### src/design/relay_power_sequencer_core_assert.svh
// Assertion macros shared by the relay power sequencer RTL.
`ifndef RELAY_POWER_SEQUENCER_CORE_ASSERT_SVH
`define RELAY_POWER_SEQUENCER_CORE_ASSERT_SVH

// Same-cycle implication, checked on clk, off while reset is asserted.
`define RPS_ASSERT_IMP(name, ante, cons, msg) \
	name: assert property (@(posedge clk) disable iff (!arst_n) (ante) |-> (cons)) \
		else $error(msg);

// Next-cycle implication, checked on clk, off while reset is asserted.
`define RPS_ASSERT_NXT(name, ante, cons, msg) \
	name: assert property (@(posedge clk) disable iff (!arst_n) (ante) |=> (cons)) \
		else $error(msg);

`endif

### src/design/rps_pkg.sv
// Types, constants and register codes of the relay power sequencer.
package rps_pkg;

	localparam int CHANNELS  = 8;
	localparam int END_COUNT = 80;
	localparam int NUM_CH    = (CHANNELS < 8) ? CHANNELS : 8;
	localparam int CNT_W     = 7;
	localparam int TICK_W    = 12;
	localparam int ADDR_W    = 5;
	localparam int DATA_W    = 64;

	typedef enum logic [1:0] {
		ST_RUN        = 2'd0,
		ST_OPEN_DONE  = 2'd1,
		ST_CLOSE_DONE = 2'd2
	} status_t;

	typedef enum logic [1:0] {
		REG_OPEN_DELAYS    = 2'd0,
		REG_CLOSE_DELAYS   = 2'd1,
		REG_CHANNEL_ENABLE = 2'd2,
		REG_LINK_MODE      = 2'd3
	} reg_idx_t;

	typedef struct packed {
		logic key_down;
		logic key_changed;
	} in_item_t;

	typedef struct packed {
		logic [7:0] relays;
		logic [1:0] sequence_status;
		logic       last_channel_on;
	} out_item_t;

endpackage

### src/design/relay_power_sequencer_core.sv
// Relay power sequencer: tick handshake, APB registers and sequencing logic.
//
// Takes one 100 ms tick item per clock cycle while the output is not stalled, and
// returns one result item per tick: the tick is held in an input register, the
// eight channel delay compares and the count update run in one combinational pass,
// and the result lands in an output register. A stalled output holds its item while
// the input register still accepts one more. Registers sit on a 64-bit APB port at
// byte addresses 0x00 (open delays), 0x08 (close delays), 0x10 (channel enable)
// and 0x18 (link mode); write them only while no tick is in flight.
module relay_power_sequencer_core (
	input  logic                          clk,
	input  logic                          arst_n,
	input  logic                          in_valid,
	output logic                          in_ready,
	input  rps_pkg::in_item_t             in_data,
	output logic                          out_valid,
	input  logic                          out_ready,
	output rps_pkg::out_item_t            out_data,
	input  logic                          psel,
	input  logic                          penable,
	input  logic                          pwrite,
	input  logic [rps_pkg::ADDR_W-1:0]    paddr,
	input  logic [rps_pkg::DATA_W-1:0]    pwdata,
	output logic [rps_pkg::DATA_W-1:0]    prdata,
	output logic                          pready
);

`include "relay_power_sequencer_core_assert.svh"

	// configuration
	logic [63:0] open_delays_q;
	logic [63:0] close_delays_q;
	logic [7:0]  chan_en_q;
	logic        link_q;
	rps_pkg::reg_idx_t reg_sel;

	// sequencing state
	logic [rps_pkg::CNT_W-1:0] open_cnt_q, close_cnt_q;
	rps_pkg::status_t          status_q;
	logic [7:0]                relay_q;
	logic                      top_flag_q;

	// pipeline
	logic               valid_s1;
	rps_pkg::in_item_t  item_s1;
	logic               out_valid_q;
	rps_pkg::out_item_t out_q;
	logic               advance;

	// next-state values
	logic [rps_pkg::CNT_W-1:0] open_cnt_d, close_cnt_d;
	rps_pkg::status_t          status_d;
	logic [7:0]                relay_d;
	logic                      top_flag_d;

	assign reg_sel = rps_pkg::reg_idx_t'(paddr[4:3]);
	assign pready  = 1'b1;

	always_comb begin
		unique case (reg_sel)
			rps_pkg::REG_OPEN_DELAYS:    prdata = open_delays_q;
			rps_pkg::REG_CLOSE_DELAYS:   prdata = close_delays_q;
			rps_pkg::REG_CHANNEL_ENABLE: prdata = {56'd0, chan_en_q};
			rps_pkg::REG_LINK_MODE:      prdata = {63'd0, link_q};
			default:                     prdata = '0;
		endcase
	end

	always_ff @(posedge clk or negedge arst_n) begin
		if (!arst_n) begin
			open_delays_q  <= '0;
			close_delays_q <= '0;
			chan_en_q      <= 8'hFF;
			link_q         <= 1'b0;
		end else if (psel && penable && pwrite) begin
			unique case (reg_sel)
				rps_pkg::REG_OPEN_DELAYS:    open_delays_q  <= pwdata;
				rps_pkg::REG_CLOSE_DELAYS:   close_delays_q <= pwdata;
				rps_pkg::REG_CHANNEL_ENABLE: chan_en_q      <= pwdata[7:0];
				rps_pkg::REG_LINK_MODE:      link_q         <= pwdata[0];
				default: ;
			endcase
		end
	end

	// handshake: the output register parts the two sides
	assign advance   = valid_s1 && (!out_valid_q || out_ready);
	assign in_ready  = !valid_s1 || advance;
	assign out_valid = out_valid_q;
	assign out_data  = out_q;

	always_ff @(posedge clk or negedge arst_n) begin
		if (!arst_n) begin
			valid_s1 <= 1'b0;
		end else if (in_ready) begin
			valid_s1 <= in_valid;
		end
	end

	always_ff @(posedge clk) begin
		if (in_valid && in_ready) begin
			item_s1 <= in_data;
		end
	end

	// one tick: restart, count, compare every channel, set done status
	always_comb begin
		logic                      opening;
		logic                      restart;
		logic                      active;
		logic [rps_pkg::CNT_W-1:0] cnt_base;
		logic [rps_pkg::CNT_W-1:0] cnt;
		logic [rps_pkg::CNT_W-1:0] mirror;
		logic [7:0]                secs;
		logic [rps_pkg::TICK_W-1:0] tick;
		logic                      fire;
		logic                      found;
		logic                      top_on;
		rps_pkg::status_t          st_base;
		rps_pkg::status_t          st_done;

		opening  = item_s1.key_down;
		restart  = !link_q && item_s1.key_changed;
		st_done  = opening ? rps_pkg::ST_OPEN_DONE : rps_pkg::ST_CLOSE_DONE;
		st_base  = restart ? rps_pkg::ST_RUN : status_q;
		cnt_base = restart ? '0 : (opening ? open_cnt_q : close_cnt_q);
		active   = (st_base != st_done);
		cnt      = cnt_base + rps_pkg::CNT_W'(1);
		mirror   = rps_pkg::CNT_W'(rps_pkg::END_COUNT) - cnt;
		found    = 1'b0;
		top_on   = 1'b0;
		secs     = '0;
		tick     = '0;
		fire     = 1'b0;

		open_cnt_d  = open_cnt_q;
		close_cnt_d = close_cnt_q;
		status_d    = status_q;
		relay_d     = relay_q;
		top_flag_d  = top_flag_q;

		if (active) begin
			for (int k = 0; k < rps_pkg::NUM_CH; k++) begin
				if (link_q) begin
					secs = opening ? 8'(k + 1) : 8'(rps_pkg::CHANNELS - k);
				end else begin
					secs = opening ? open_delays_q[8*k +: 8] : close_delays_q[8*k +: 8];
				end
				tick = {4'd0, secs} * rps_pkg::TICK_W'(10);
				fire = (secs != 8'd0) && (tick <= rps_pkg::TICK_W'(rps_pkg::END_COUNT))
					&& (tick == {5'd0, cnt}) && chan_en_q[k];
				if (fire) begin
					relay_d[k] = opening;
					if (!opening) begin
						top_flag_d = 1'b0;
					end
				end
			end
			// highest enabled channel wins
			for (int k = 0; k < rps_pkg::NUM_CH; k++) begin
				if (chan_en_q[k]) begin
					found  = 1'b1;
					top_on = relay_d[k];
				end
			end
			if (found && top_on) begin
				top_flag_d = 1'b1;
			end
			status_d = (cnt == rps_pkg::CNT_W'(rps_pkg::END_COUNT)) ? st_done : rps_pkg::ST_RUN;
			if (opening) begin
				open_cnt_d  = cnt;
				close_cnt_d = link_q ? mirror : '0;
			end else begin
				close_cnt_d = cnt;
				open_cnt_d  = link_q ? mirror : '0;
			end
		end
	end

	always_ff @(posedge clk or negedge arst_n) begin
		if (!arst_n) begin
			open_cnt_q  <= '0;
			close_cnt_q <= '0;
			status_q    <= rps_pkg::ST_RUN;
			relay_q     <= '0;
			top_flag_q  <= 1'b0;
			out_valid_q <= 1'b0;
		end else begin
			if (advance) begin
				open_cnt_q  <= open_cnt_d;
				close_cnt_q <= close_cnt_d;
				status_q    <= status_d;
				relay_q     <= relay_d;
				top_flag_q  <= top_flag_d;
				out_valid_q <= 1'b1;
			end else if (out_ready) begin
				out_valid_q <= 1'b0;
			end
		end
	end

	always_ff @(posedge clk) begin
		if (advance) begin
			out_q.relays          <= relay_d;
			out_q.sequence_status <= status_d;
			out_q.last_channel_on <= top_flag_d;
		end
	end

	`RPS_ASSERT_IMP(a_open_done_at_end, status_q == rps_pkg::ST_OPEN_DONE,
		open_cnt_q == rps_pkg::CNT_W'(rps_pkg::END_COUNT), "open done without end count")
	`RPS_ASSERT_IMP(a_close_done_at_end, status_q == rps_pkg::ST_CLOSE_DONE,
		close_cnt_q == rps_pkg::CNT_W'(rps_pkg::END_COUNT), "close done without end count")
	`RPS_ASSERT_NXT(a_relays_hold, !advance, $stable(relay_q), "relays moved without a tick")

endmodule

### config.mk
export PLATFORM = sky130hd
export DESIGN_NAME = relay_power_sequencer_core
export DESIGN_NICKNAME = d
export VERILOG_FILES = /design/src/design/rps_pkg.sv /design/src/design/relay_power_sequencer_core.sv
export VERILOG_INCLUDE_DIRS = /design/src /design/src/design
export SDC_FILE = /design/constraint.sdc
export NUM_CORES = 1
export LEC_CHECK = 0
export ABC_AREA = 1
export ABC_CLOCK_PERIOD_IN_PS = 4500
export BUFFER_PORTS_ARGS = -buffer_cell sky130_fd_sc_hd__buf_2
export CORE_MARGIN = 10
export CORE_UTILIZATION = 40
export CTS_CLUSTER_DIAMETER = 40
export CTS_CLUSTER_SIZE = 12
export DETAILED_ROUTE_END_ITERATION = 16
export PLACE_DENSITY = 0.56
export REMOVE_ABC_BUFFERS = 1
export SLEW_MARGIN = 20
export SYNTH_ARGS = -nofsm -noshare
export SYNTH_HDL_FRONTEND = slang
export SYNTH_SLANG_ARGS = --single-unit
export TNS_END_PERCENT = 5
### constraint.sdc
create_clock -name clk -period 4.5 [get_ports clk]
set_clock_uncertainty 0.05 [all_clocks]
set_input_delay 0.225 -clock clk [delete_from_list [all_inputs] [get_ports clk]]
set_output_delay 0.225 -clock clk [all_outputs]
set_load 0.03 [all_outputs]
==> impl_metrics.csv, run 1 <==
group,metric,value,unit
status,outcome,"complete, no violations",
timing,relSlewSlack,43.7,%
drt,drt-initial-drc-count,854,
setup_path,cp.required,4.64,ns
flow_run,cap_violations,0,
clocking,cts_tree,"yes",
drt,routed_wirelength,43100,um
grt,grt_usage,20.6,%
logic_synthesis,yosysUniqueCellTypes,56,
timing,period_share,91.6,%
power_and_ir_drop,p_per_area,446,nW/um2
final_layout,antenna_cells,0,
floorplanning,initial_core_util,40.8,%
timing,min_period,4.12,ns
logic_synthesis,avgSynthCellArea,6.88,um2
logic_synthesis,ys_async_sr_fraction,92.7,%
logic_synthesis,yosys-top-cells-area,"dfrtp_1, nand2_1, o21ai_0",
logic_synthesis,ys_ff_latch,177,
logic_synthesis,ys_warn_count,0,
timing,max_freq,0.243,GHz
floorplanning,dieArea,42200,um2
drt,vias,13400,
final_layout,drive_gt1_share,12.7,%
grt,grt_pass1_wl,69400,um
floorplanning,die_w,205,um
clocking,cts_root_buf,"clkbuf_16",
floorplanning,core_area,33700,um2
logic_synthesis,synth_edf_count,13,
logic_synthesis,netlist_area,13800,um2
floorplanning,rows,67,
timing,setup_viol,0,
final_layout,syn_to_final_growth,18.0,%
setup_path,critPathKind,"reg2reg",
drt,drtAntennaViolNets,0,
logic_synthesis,synth_largest_area_cell,"dfrtp_1",
power_and_ir_drop,combPwrFrac,49.6,%
logic_synthesis,synthFlopType,"dfrtp_1",
drt,drc,0,
timing,hold_viol,0,
clocking,clkLatencyLatePin,0.46,ns
setup_path,arrival,4.26,ns
setup_path,ff2ff_setup_slack,0.38,ns
setup_path,path_max_fanout,31,
clocking,path_clk_slew,0.07,ns
power_and_ir_drop,vdd_drop_max,322,uV
setup_path,cp_cell_sequence,"buf_12 -> nand2_1 -> nand2_1 -> a21oi_1 -> inv_1 -> ha_1 -> ha_1 -> fa_1 -> nor3_1 -> nand3_1 -> nor2_1 -> nand2_1 -> a21oi_1 -> inv_1 -> nor2_1 -> nand3_1 -> nand3_1 -> nand3_1 -> nand2_1 -> nand2_1 -> nand2_1 -> nand2_1 -> nand2_1 -> a22oi_1",
place,gp_congestion,0.922,
final_layout,num-fill-cells,3486,
timing,slew_viol_final,0,
setup_path,cp_slowest_cell,"edfxtp_1",
clocking,cts_buffers,17,
timing,rsz0062_at_grt,"no",
grt,grt_start_max_net_pins,84,
power_and_ir_drop,p_clk_share,20.6,%
worst_hold_path,hold_class,"in2reg",
power_and_ir_drop,p_leak,8.72,nW
final_layout,fin_util,48.2,%
floorplanning,pin_count,156,
power_and_ir_drop,seqPwrFrac,29.8,%
clocking,htreeDepth,4,
logic_synthesis,yosysTopAreaCellShare,28.4,%
grt,grt_overflow,0,
place,post-dp-hpwl,31100,um
grt,first_global_vias,13300,
clocking,cts_sinks,177,
setup_path,worstSetupEndpointType,"register",
power_and_ir_drop,p_sw,0.00325,W
floorplanning,die-height,205,um
final_layout,fin_nets,2371,
timing,worstMarginPinSlew,0.845,ns
drt,post_drt_wl_per_cell,16.3,um
power_and_ir_drop,p_int,0.00399,W
drt,vias_per_cell,5.07,
grt,antenna_found_initial,1,
drt,drt_pass1_iterations,5,
power_and_ir_drop,swShare,44.9,%
setup_path,critical_path.max_stage_delay,0.53,ns
logic_synthesis,ys_seq_area_share,32.7,%
place,port_buffers,151,
timing,finalSetupTns,0,ns
logic_synthesis,synthCells,2000,
setup_path,worstSetupStartpointType,"register",
clocking,clk_path_buf_depth,2,
setup_path,cp_common_cell,"nand2_1",
synth_stat cells, types with 11 or more instances:
cell and n:
nand2_1 559, inv_1 311, o21ai_0 246, dfrtp_1 156
nand3_1 133, nor2_1 117, ha_1 98, a21oi_1 50
clkbuf_1 48, o22ai_1 25, nand4_1 24, nor3_1 23
xor2_1 19, buf_6 13, edfxtp_1 13, nand2_2 13
o21ai_1 13, xnor2_1 11
logic make-up (layout without fill, tap and decap cells):
family                     Yosys count  after routing  share of synthesized area, %
other                                1              1                        0.0273
adders and majority gates          106            106                          10.1
and+or+nand+nor                    914            914                          28.5
buffers and inverters              400            600                          12.1
AOI/OAI and AO/OA                  372            372                          14.6
DFF                                177            177                          32.7
xor gates and xnor gates            30             30                          1.91
final timing paths:
| path | startpoint | end | cells after the start |
|---|---|---|---|
| worst max-delay path | item_s1[1] | out_data[0] | 24 |
| worst min-delay path | pwdata[7] | chan_en_q[7] | 3 |
| worst max register to register | item_s1[1] | out_data[0] | 24 |
| worst min register to register | open_delays_q[60] | open_delays_q[60] | 2 |
| max in group asynchronous | arst_n | close_delays_q[58] | 3 |
| min in group asynchronous | arst_n | open_delays_q[14] | 2 |
area by class of cell:
class                           count  area [um2]  share of cell area, %
Clock buffer                       21         450                   2.77
Tap cell                          448         561                   3.45
Multi-Input combinational cell   1423        7640                   47.0
Sequential cell                   177        4500                   27.7
Clock inverter                     11         105                  0.647
Timing Repair Buffer              250        1780                   10.9
Inverter                          318        1200                   7.40
repair_timing:
item,in CTS,in global routing
hold buffers,66,0
hold endpoints to repair,192,0
setup buffers,0,2
endpoints found under the setup margin,0,3
gates resized for setup,0,13
per-stage QoR:
stage	setup slack [ns]	hold WS, ns	power [W]	cells	area (um2)
global route	0.00736	0.0355	0.00789	2648	16200
detailed placement	0.266	0.277	0.00570	2547	14900
floorplan	-1.40	-0.121	0.00470	1918	13300
global placement	0.316	0.281	0.00566	2547	14900
finish	0.376	0.0244	0.00725	2648	16200
CTS	0.240	0.00162	0.00727	2645	16200
registers in the layout (all words and copies together), names as in the netlist:
| signal | cells |
|---|---|
| close_delays_q | 64 |
| out_data | 11 |
| close_cnt_q | 7 |
| chan_en_q | 8 |
| valid_s1 | 1 |
| item_s1 | 2 |
| open_cnt_q | 7 |
| link_q | 1 |
| out_valid | 1 |
| top_flag_q | 1 |
| open_delays_q | 64 |
| relay_q | 8 |
| status_q | 2 |
power groups by stage:
stage	Combinational [W]	Sequential [W]	Clock, W
finish	0.00359	0.00216	0.00149
detailed placement	0.00352	0.00219	0
global placement	0.00348	0.00218	0
floorplan	0.00254	0.00217	0
CTS	0.00358	0.00216	0.00153
global route	0.00411	0.00221	0.00157
cell usage in the layout, fill, tap and decap left out, types with 6 or more instances in the layout:
master and n:
nand2_2 13, ha_1 98, nor2_1 115, dlygate4sd3_1 66, xnor2_1 11, xor2_1 18, dfstp_2 8, fa_1 8
o21ai_0 242, nand4_1 24, nand2_1 557, a21oi_1 49, nand3b_1 10, o21ai_1 14, o211ai_1 7, edfxtp_1 13
nand3_1 133, clkbuf_16 18, buf_2 150, buf_12 7, a22o_1 9, or2_2 6, inv_1 310, buf_4 25
nor3_1 23, o22ai_1 25, dfrtp_1 156
layer usage:
| layer | up-vias | wire, um | global-route usage [%] | share of wire, % |
|---|---|---|---|---|
| li1 | 6818 | - | - | - |
| met1 | 6254 | 19200 | 25.6 | 45 |
| met2 | 292 | 21000 | 36.2 | 49 |
| met3 | 49 | 1880 | 2.70 | 4.4 |
| met4 | 0 | 1030 | 6.83 | 2.4 |
| met5 | - | 0 | 0 | 0 |
critical path, delay by kind of cell, from the launching register on:
kind	cells	cell delay [ns]
AND/OR/NAND/NOR	15	1.36
adder cells (fa/ha/maj)	3	1.04
flip-flops	1	0.53
AO/OA/AOI/OAI	3	0.44
buffers and inverters	3	0.41
No activity file was read; power rests on OpenSTA's default activity.
==> run 2, diff against run 1 <==
PLACE_DENSITY = 0.58   (was 0.56)
==> impl_metrics.csv, run 2 (same netlist as run 1, synthesis figures left out) <==
group,metric,value,unit
status,outcome,"complete, no violations",
setup_path,critPathKind,"reg2reg",
clocking,clk_path_buf_depth,2,
worst_hold_path,hold_class,"in2reg",
setup_path,cp.required,4.63,ns
clocking,cts_buffers,17,
grt,first_global_vias,13100,
timing,slew_viol_final,0,
floorplanning,rows,67,
final_layout,fin_nets,2369,
drt,highest_layer,"met5",
drt,vias,13300,
setup_path,reg2reg_depth,24,
drt,route.met2.wl,20800,um
power_and_ir_drop,swShare,44.1,%
drt,met3_length,1960,um
timing,worstMarginPinSlew,0.832,ns
final_layout,final_common_cell,"nand2_1",
drt,post_drt_wl_per_cell,16.3,um
power_and_ir_drop,p_sw,0.00327,W
floorplanning,die_w,205,um
power_and_ir_drop,p_per_area,454,nW/um2
floorplanning,die-height,205,um
final_layout,antenna_cells,0,
setup_path,worstSetupStartpointType,"register",
grt,grt_overflow,0,
timing,max_freq,0.241,GHz
grt,grt_start_max_net_pins,98,
flow_run,cap_violations,0,
drt,vias_per_cell,5.02,
power_and_ir_drop,p_leak,8.78,nW
timing,min_period,4.15,ns
timing,setup_viol,0,
drt,wl_met1,19600,um
grt,grt_pass1_wl,69400,um
clocking,cts_tree,"yes",
setup_path,path_max_fanout,14,
drt,drtAntennaViolNets,0,
floorplanning,dieArea,42200,um2
place,gp_congestion,0.913,
setup_path,ff2ff_setup_slack,0.35,ns
power_and_ir_drop,vdd_drop_max,315,uV
setup_path,worstSetupEndpointType,"register",
timing,relSlewSlack,44.5,%
power_and_ir_drop,p_int,0.00414,W
drt,drc,0,
clocking,clkLatencyLatePin,0.45,ns
clocking,path_clk_slew,0.08,ns
drt,drt-initial-drc-count,765,
final_layout,drive_gt1_share,13.1,%
clocking,htreeDepth,4,
place,port_buffers,151,
setup_path,r2r_end,"out_data[0]",
timing,rsz0062_at_grt,"no",
timing,period_share,92.2,%
clocking,cts_root_buf,"clkbuf_16",
power_and_ir_drop,power,0.00741,W
floorplanning,pin_count,156,
clocking,cts_sinks,177,
grt,antenna_found_initial,2,
setup_path,cp-endpoint,"out_data[0]",
drt,drt_pass1_iterations,5,
setup_path,arrival,4.28,ns
final_layout,fin_util,48.4,%
floorplanning,initial_core_util,40.8,%
power_and_ir_drop,p_clk_share,22.0,%
power_and_ir_drop,seqPwrFrac,29.2,%
grt,grt_usage,20.5,%
floorplanning,core_area,33700,um2
setup_path,crit_start,"link_q",
setup_path,worstReg2RegStart,"link_q",
final_layout,syn_to_final_growth,18.6,%
place,post-dp-hpwl,30900,um
drt,routed_wirelength,43200,um
timing,hold_viol,0,
final_layout,layout_common_cells,"nand2_1, inv_1, o21ai_0, dfrtp_1, buf_2",
power_and_ir_drop,combPwrFrac,48.8,%
[run 2: metrics by stage]
stage	setup slack [ns]	instances	hold WS (ns)	TNS, ns	instance area, um2
2_1_floorplan	-1.40	1918	-0.121	-19.83	13300
3_3_place_gp	0.306	2547	0.229	0	14900
3_5_place_dp	0.281	2547	0.218	0	14900
4_1_cts	0.245	2639	0.00269	0	16200
5_1_grt	0.0175	2646	0.0134	0	16300
6_report	0.353	2646	0.0123	0	16300
[run 2: worst min-delay path by stage]
| stage | from | to | slack [ns] | cells past startpoint |
|---|---|---|---|---|
| 6_report | pwdata[58] | close_delays_q[58] | 0.01 | 3 |
| 5_1_grt | pwdata[63] | close_delays_q[63] | 0.01 | 3 |
| 4_1_cts | pwdata[11] | close_delays_q[11] | 0.003 | 3 |
| 3_5_place_dp | arst_n | close_delays_q[12] | 0.22 | 1 |
| 3_3_place_gp | arst_n | close_delays_q[12] | 0.23 | 1 |
| 2_1_floorplan | arst_n | close_cnt_q[0] | -0.12 | 0 |
[run 2: cell type report]
type / count / area [um2]
fill: 3518 / 17400
multi-input combinational: 1423 / 7650
sequential: 177 / 4500
timing repair buffer: 248 / 1780
inverter: 318 / 1200
tap: 448 / 561
clock buffer: 19 / 453
clock inverter: 13 / 173
[run 2: worst max-delay path, stage by stage (launching register included)]
cell and delay (ns):
dfrtp_1 0.45, inv_4 0.22, buf_4 0.30, nand2_4 0.19
nand3_1 0.21, inv_1 0.10, ha_1 0.28, nand3_1 0.27
nor2_1 0.09, nand2_2 0.12, nand2_2 0.27, nand2_1 0.18
nand2_1 0.07, nor2_1 0.17, nand2_1 0.07, nor2_1 0.08
nand3_1 0.10, nand3_1 0.11, nand3_1 0.11, nand2_1 0.13
nand2_1 0.06, nand2_1 0.05, nand2_1 0.04, nand2_1 0.08
a22oi_1 0.07
[run 2: repair_timing]
| item | CTS | global route |
|---|---|---|
| gates resized for setup | 0 | 15 |
| endpoints found under the setup margin | 0 | 2 |
| endpoints found under the hold margin | 155 | 0 |
| setup buffers | 0 | 4 |
| hold buffers | 60 | 0 |
[run 2: per-layer routing]
metal  up-vias  global-route usage (%)
met1      6142                    26.1
met4         2                    6.38
met5         -                       0
met3        43                    3.15
met2       289                    35.1
li1       6801                       -
[run 2: power by group through the flow]
stage,Combinational (W),Sequential [W],Clock [W]
3_3_place_gp,0.00347,0.00218,0
4_1_cts,0.00358,0.00216,0.00168
6_report,0.00361,0.00216,0.00163
5_1_grt,0.00414,0.00220,0.00173
3_5_place_dp,0.00352,0.00219,0
2_1_floorplan,0.00254,0.00217,0
